### src/rtl/bc_pkg.sv
package bc_pkg;

    localparam int COORD_W    = 8;
    localparam int FRAC_W     = 8;
    localparam int NUM_POINTS = 4;
    localparam int CFG_IDX_W  = 3;
    localparam int CFG_DATA_W = 16;

    localparam logic [FRAC_W-1:0] FRAC_MAX = 8'hFF;

    // Configuration register indexes.
    localparam logic [CFG_IDX_W-1:0] REG_CURVE_IS_CUBIC = 3'd0;
    localparam logic [CFG_IDX_W-1:0] REG_POINT_ZERO     = 3'd1;
    localparam logic [CFG_IDX_W-1:0] REG_POINT_ONE      = 3'd2;
    localparam logic [CFG_IDX_W-1:0] REG_POINT_TWO      = 3'd3;
    localparam logic [CFG_IDX_W-1:0] REG_POINT_THREE    = 3'd4;
    localparam logic [CFG_IDX_W-1:0] REG_START_FRACTION = 3'd5;
    localparam logic [CFG_IDX_W-1:0] REG_FRACTION_STEP  = 3'd6;

    typedef logic [COORD_W-1:0] coord_t;
    typedef logic [FRAC_W-1:0]  frac_t;

    // One word moving down the row of interpolation cells.
    typedef struct packed {
        logic [NUM_POINTS-1:0][COORD_W-1:0] px;
        logic [NUM_POINTS-1:0][COORD_W-1:0] py;
        frac_t                              frac;
        logic                               cubic;
    } bc_word_t;

    // Interpolates from a toward b: a +/- ((|b - a| * (1 + t)) >> 8).
    function automatic coord_t lerp8(input coord_t a, input coord_t b, input frac_t t);
        coord_t      d;
        logic [16:0] prod;
        coord_t      s;
        d    = (b > a) ? (b - a) : (a - b);
        prod = 17'(d) * 17'({1'b0, t} + 9'd1);
        s    = prod[15:8];
        return (b > a) ? (a + s) : (a - s);
    endfunction

endpackage

### src/rtl/bc_cell.sv
// One de Casteljau level: interpolates each pair of neighboring points and
// registers the result. In bypass the points pass through unchanged.
module bc_cell (
    input  logic             clk,
    input  logic             rst_n,
    input  logic             advance,
    input  logic             bypass,
    input  logic             in_valid,
    input  bc_pkg::bc_word_t in_word,
    output logic             out_valid,
    output bc_pkg::bc_word_t out_word
);

    logic             valid_reg;
    bc_pkg::bc_word_t word_reg;
    bc_pkg::bc_word_t word_next;

    // Interpolation between adjacent points, x and y lanes side by side.
    always_comb
    begin
        word_next = in_word;
        for (int k = 0; k < bc_pkg::NUM_POINTS - 1; k++)
        begin
            if (!bypass)
            begin
                word_next.px[k] = bc_pkg::lerp8(in_word.px[k], in_word.px[k+1], in_word.frac);
                word_next.py[k] = bc_pkg::lerp8(in_word.py[k], in_word.py[k+1], in_word.frac);
            end
        end
    end

    // Valid bit of this cell.
    always_ff @(posedge clk or negedge rst_n)
    begin
        if (!rst_n)
        begin
            valid_reg <= 1'b0;
        end
        else if (advance)
        begin
            valid_reg <= in_valid;
        end
    end

    // Payload register of this cell.
    always_ff @(posedge clk)
    begin
        if (advance)
        begin
            word_reg <= word_next;
        end
    end

    assign out_valid = valid_reg;
    assign out_word  = word_reg;

endmodule

### src/rtl/bezier_curve_sampler.sv
// Bezier curve sampler: each input word yields one point of a quadratic or cubic
// curve at the current fraction (start fraction on restart), which then advances
// by the step and saturates at 255. Words are taken one per cycle while the
// output is free or being taken; each word goes through a row of three registered
// interpolation cells. The only loop is the fraction adder at the input.
// Configuration is written through cfg_we, cfg_index and cfg_data.
module bezier_curve_sampler (
    input  logic                           clk,
    input  logic                           rst_n,
    input  logic                           cfg_we,
    input  logic [bc_pkg::CFG_IDX_W-1:0]   cfg_index,
    input  logic [bc_pkg::CFG_DATA_W-1:0]  cfg_data,
    input  logic                           s_tvalid,
    output logic                           s_tready,
    input  logic [7:0]                     s_tdata,   // [0] restart, [7:1] zero
    output logic                           m_tvalid,
    input  logic                           m_tready,
    // [7:0] sample_x, [15:8] sample_y, [23:16] used_fraction
    output logic [23:0]                    m_tdata,
    output logic                           m_tlast    // last
);

    logic                   cubic_reg;
    logic [15:0]            point_zero_reg;
    logic [15:0]            point_one_reg;
    logic [15:0]            point_two_reg;
    logic [15:0]            point_three_reg;
    bc_pkg::frac_t          start_reg;
    bc_pkg::frac_t          step_reg;
    bc_pkg::frac_t          fraction_reg;
    bc_pkg::frac_t          fraction_next;
    bc_pkg::frac_t          t_now;

    logic                   advance;
    logic                   accept;
    bc_pkg::bc_word_t       head_word;
    logic [2:0]             cell_valid;
    bc_pkg::bc_word_t [2:0] cell_word;

    // The whole row moves whenever the output register is free or being taken.
    assign advance  = !cell_valid[2] || m_tready;
    assign s_tready = advance;
    assign accept   = s_tvalid && advance;

    // Configuration registers.
    always_ff @(posedge clk or negedge rst_n)
    begin
        if (!rst_n)
        begin
            cubic_reg       <= 1'b0;
            point_zero_reg  <= '0;
            point_one_reg   <= '0;
            point_two_reg   <= '0;
            point_three_reg <= '0;
            start_reg       <= '0;
            step_reg        <= 8'd1;
        end
        else if (cfg_we)
        begin
            case (cfg_index)
                bc_pkg::REG_CURVE_IS_CUBIC: cubic_reg       <= cfg_data[0];
                bc_pkg::REG_POINT_ZERO:     point_zero_reg  <= cfg_data;
                bc_pkg::REG_POINT_ONE:      point_one_reg   <= cfg_data;
                bc_pkg::REG_POINT_TWO:      point_two_reg   <= cfg_data;
                bc_pkg::REG_POINT_THREE:    point_three_reg <= cfg_data;
                bc_pkg::REG_START_FRACTION: start_reg       <= cfg_data[7:0];
                bc_pkg::REG_FRACTION_STEP:  step_reg        <= cfg_data[7:0];
                default:                    ;
            endcase
        end
    end

    // Fraction used for this word and its saturating advance.
    always_comb
    begin
        t_now = s_tdata[0] ? start_reg : fraction_reg;
        if (t_now == bc_pkg::FRAC_MAX)
        begin
            fraction_next = bc_pkg::FRAC_MAX;
        end
        else if ((bc_pkg::FRAC_MAX - step_reg) > t_now)
        begin
            fraction_next = t_now + step_reg;
        end
        else
        begin
            fraction_next = bc_pkg::FRAC_MAX;
        end
    end

    always_ff @(posedge clk or negedge rst_n)
    begin
        if (!rst_n)
        begin
            fraction_reg <= '0;
        end
        else if (accept)
        begin
            fraction_reg <= fraction_next;
        end
    end

    // Word entering the first cell: control points split into x and y lanes.
    always_comb
    begin
        head_word.px[0] = point_zero_reg[7:0];
        head_word.px[1] = point_one_reg[7:0];
        head_word.px[2] = point_two_reg[7:0];
        head_word.px[3] = point_three_reg[7:0];
        head_word.py[0] = point_zero_reg[15:8];
        head_word.py[1] = point_one_reg[15:8];
        head_word.py[2] = point_two_reg[15:8];
        head_word.py[3] = point_three_reg[15:8];
        head_word.frac  = t_now;
        head_word.cubic = cubic_reg;
    end

    // Three de Casteljau levels; a quadratic curve skips the last one.
    bc_cell u_cell0 (
        .clk       (clk),
        .rst_n     (rst_n),
        .advance   (advance),
        .bypass    (1'b0),
        .in_valid  (s_tvalid),
        .in_word   (head_word),
        .out_valid (cell_valid[0]),
        .out_word  (cell_word[0])
    );

    bc_cell u_cell1 (
        .clk       (clk),
        .rst_n     (rst_n),
        .advance   (advance),
        .bypass    (1'b0),
        .in_valid  (cell_valid[0]),
        .in_word   (cell_word[0]),
        .out_valid (cell_valid[1]),
        .out_word  (cell_word[1])
    );

    bc_cell u_cell2 (
        .clk       (clk),
        .rst_n     (rst_n),
        .advance   (advance),
        .bypass    (!cell_word[1].cubic),
        .in_valid  (cell_valid[1]),
        .in_word   (cell_word[1]),
        .out_valid (cell_valid[2]),
        .out_word  (cell_word[2])
    );

    // Output word from the last cell.
    assign m_tvalid = cell_valid[2];
    assign m_tdata  = {cell_word[2].frac, cell_word[2].py[0], cell_word[2].px[0]};
    assign m_tlast  = (cell_word[2].frac == bc_pkg::FRAC_MAX);

endmodule

### config.mk
export PLATFORM = sky130hd
export DESIGN_NAME = bezier_curve_sampler
export DESIGN_NICKNAME = d
export VERILOG_FILES = /design/src/rtl/bc_pkg.sv /design/src/rtl/bc_cell.sv /design/src/rtl/bezier_curve_sampler.sv
export SDC_FILE = /design/constraint.sdc
export NUM_CORES = 2
export LEC_CHECK = 0
export ABC_AREA = 1
export BUFFER_PORTS_ARGS = -buffer_cell sky130_fd_sc_hd__clkbuf_2
export CAP_MARGIN = 20
export CORE_MARGIN = 1
export CORE_UTILIZATION = 67
export DETAILED_ROUTE_END_ITERATION = 8
export GPL_TIMING_DRIVEN = 0
export PLACE_DENSITY_LB_ADDON = 0.2
export SETUP_SLACK_MARGIN = 0.2
export SLEW_MARGIN = 5
export SYNTH_ARGS = -nofsm -noshare
export SYNTH_HDL_FRONTEND = slang
export SYNTH_SLANG_ARGS = --single-unit
### constraint.sdc
create_clock -name clk -period 8.65 [get_ports clk]
set_input_delay 0.4325 -clock clk [delete_from_list [all_inputs] [get_ports clk]]
set_output_delay 0.4325 -clock clk [all_outputs]
set_load 0.005 [all_outputs]
==> summary.txt <==
Run status
  – Run status: finished clean

Layout
  – Syn-to-layout area delta: 17.8%
  – Filler cells: 4,741
  – Largest register FFs: 57
  – Multi-input gate area: 39,000 um2
  – Most frequent cells in the layout: inv_1, nand2_1, nor2_1
  – Final Cell Area: 56,400 um2
  – Commonest non-fill, non-tap cell in the layout: inv_1
  – Fraction of layout cells with a size suffix above 1: 17.9%
  – Layout Cells excl Fill: 7,828
  – Fin nets: 8,095
  – FF/Latch Area: 6000 um2

Route
  – First-pass DRT Iterations: 8
  – DRC Markers: 0
  – Post-route ant nets: 0
  – DRT iter0 DRCs: 4,353
  – WL final: 150 mm
  – DR vias/cell: 5.83
  – Per-cell routed wire length: 19.2 um
  – Via count: 45,600

Setup path
  – Crit path DAT: 8.87 ns
  – Worst setup EP type: flip-flop
  – Worst Setup SP: point_one_reg[10]
  – R2R cell count: 46
  – Critical Path Slowest Stage Cell: dfrtp_1
  – Delay-heaviest family, CP: adder cells
  – Crit start category: flip-flop
  – Critical-path maximum fanout: 10
  – RR Startpoint: point_one_reg[10]
  – CP max stage delay: 0.55 ns
  – Bufs and invs on worst path: 9
  – Critical path class: reg -> reg
  – CP required: 8.97 ns
  – Crit-path most repeated cell: nand2_1
  – WP depth: 46

Min path
  – Hold Crit Class: in -> reg
  – Hold Crit Depth: 3
  – Min-delay src: cfg_data[13]

STA
  – Final hold vios: 0
  – Setup_tns: 0 ns
  – Tmin final: 8.55 ns
  – Final worst setup slack: 0.102 ns
  – Period Utilization, post-route: 98.8%
  – Post-route clock skew: 0.0216 ns
  – Final Slew Violations: 0
  – Rel. slew slack: 26.6%
  – Fmax: 0.117 GHz
  – RSZ-0062 raised after global routing: true
  – Worst-Margin Slew: 1.10 ns
  – Final setup vio count: 0

Die
  – Io pins: 59
  – Die area: 72,500 um2
  – Cell Rows: 97
  – CORE AREA: 70,400 um2
  – DIE HEIGHT: 269 um
  – Die Wd: 269 um
  – Starting Density: 68.0%

Clock network
  – Bufs on Longest Clock Path: 3
  – Root buffer cell: clkbuf_16
  – Worst skew pair latency: 0.59 ns
  – Num CTS Buffers: 24
  – TritonCTS clock tree: yes
  – CTS clock-pin slew for the worst setup and hold paths: 0.08 ns
  – Clk sinks: 214
  – Htree depth: 1

Logic synthesis
  – Unique masters post-synth: 67
  – Avg Inst Size Synth: 7.41 um2
  – Gate Count Post-Synth: 6,464
  – Yosys warning count: 0
  – Synthesized cell area: 47,900 um2
  – #FFs+latches synth: 214
  – FFs w/ async S/R, synth: 43.0%
  – Seq/Total Area, Yosys: 12.5%
  – Number of synthesized flops with an enable pin: 122
  – Net Count, Synth: 7,691
  – Ys flop type: edfxtp_1

GRT
  – Global-route wire length before repair: 224 mm
  – Number of global-route vias before repair: 44,000
  – Largest net degree at the start of global routing: 67
  – Final global-route overflow total: 0
  – GRT Util Overall: 38.6%
  – Initial antenna violation count: 4

Place
  – Dpl ws: -2.82 ns
  – Placed cell area: 49,400 um2
  – Gpl congestion: 1.01
  – Placed insts: 7,456
  – IO buf count: 50
  – HPWL Detailed: 110 mm

Flow run
  – Number of max-cap violations: 0
-- cells in the mapped netlist, types with 18 or more instances --
master	instances	share of area, %
inv_1	1426	11
nand2_1	1191	9.3
nor2_1	804	6.3
ha_1	678	18
fa_1	517	22
a21oi_1	294	3.1
o21ai_0	241	2.5
xor2_1	228	4.2
nand3_1	217	2.3
edfxtp_1	122	7.7
dfrtp_1	91	4.8
clkbuf_1	86	0.67
nand4_1	55	0.72
xnor2_1	48	0.88
nor3_1	36	0.38
nand2_2	32	0.42
nand3b_1	32	0.50
buf_4	31	0.49
inv_2	31	0.24
or2_2	26	0.34
a31oi_1	22	0.29
o21ai_1	22	0.23
buf_2	18	0.19
o21bai_1	18	0.28
-- layer usage --
metal	vias to the layer above	routed length [um]	global-route usage [%]
met3	751	13900	5.85
met1	21700	54400	46.8
met2	2521	69700	64.2
met5	-	40	0
li1	20700	-	-
met4	6	12100	24.6
-- final timing paths --
| check | endpoint | slack, ns |
|---|---|---|
| min in group asynchronous | point_zero_reg[7] | 0.45 |
| hold reg to reg | u_cell1.out_word[0] | 0.43 |
| setup / recovery | u_cell0.out_word[24] | 0.10 |
| hold / removal | point_zero_reg[13] | 0.19 |
| setup reg to reg | u_cell0.out_word[24] | 0.10 |
| max in group asynchronous | point_two_reg[8] | 7.45 |
-- cells by family (layout without fill, tap and decap cells) --
family	after synthesis	after routing	synth area share, %
buf+inv	1610	2032	13.0
xor+xnor	286	286	5.41
other cells	0	2	0
simple gates	2442	2442	21.3
fa+ha+maj	1195	1195	39.3
mux	14	14	0.293
flops	214	214	12.5
compound gates	703	703	8.23
-- timing repair --
item                       4_1_cts  5_1_grt
gates resized for setup        353      523
gates cloned                     0        1
hold endpoints to repair        41        0
hold buffers                     1        0
buffers inserted               147      177
pin swaps                       82      242
setup endpoints to repair       61       20
-- worst reg2reg max path: cells and delay by family, from the launching register on --
family | cells | cell delay, ns
xor+xnor | 4 | 0.69
buf+inv | 9 | 0.85
fa+ha+maj | 8 | 3.21
simple gates | 17 | 1.76
flops | 1 | 0.55
compound gates | 8 | 1.25
-- metrics by stage --
stage          utilization (%)  hold WS, ns
5_1_grt                   80.1        0.218
4_1_cts                   75.1        0.174
3_3_place_gp              70.0        0.404
6_report                  80.1        0.185
2_1_floorplan                -        0.137
3_5_place_dp              70.1        0.411
-- area by class of cell --
class / instances / share of cell area [%]
multi-input cells: 4640 / 69.2
flip-flops and latches: 214 / 10.6
inverters: 1466 / 9.84
repair buffers: 378 / 5.08
well taps: 940 / 2.09
plain buffers: 144 / 1.71
clock buffers: 33 / 1.20
clock inverters: 11 / 0.200
diodes: 2 / 0.00888
Power is left out: the tool's default activity adds up to more than one toggle a clock period on the data nets, which glitch-free logic cannot reach.
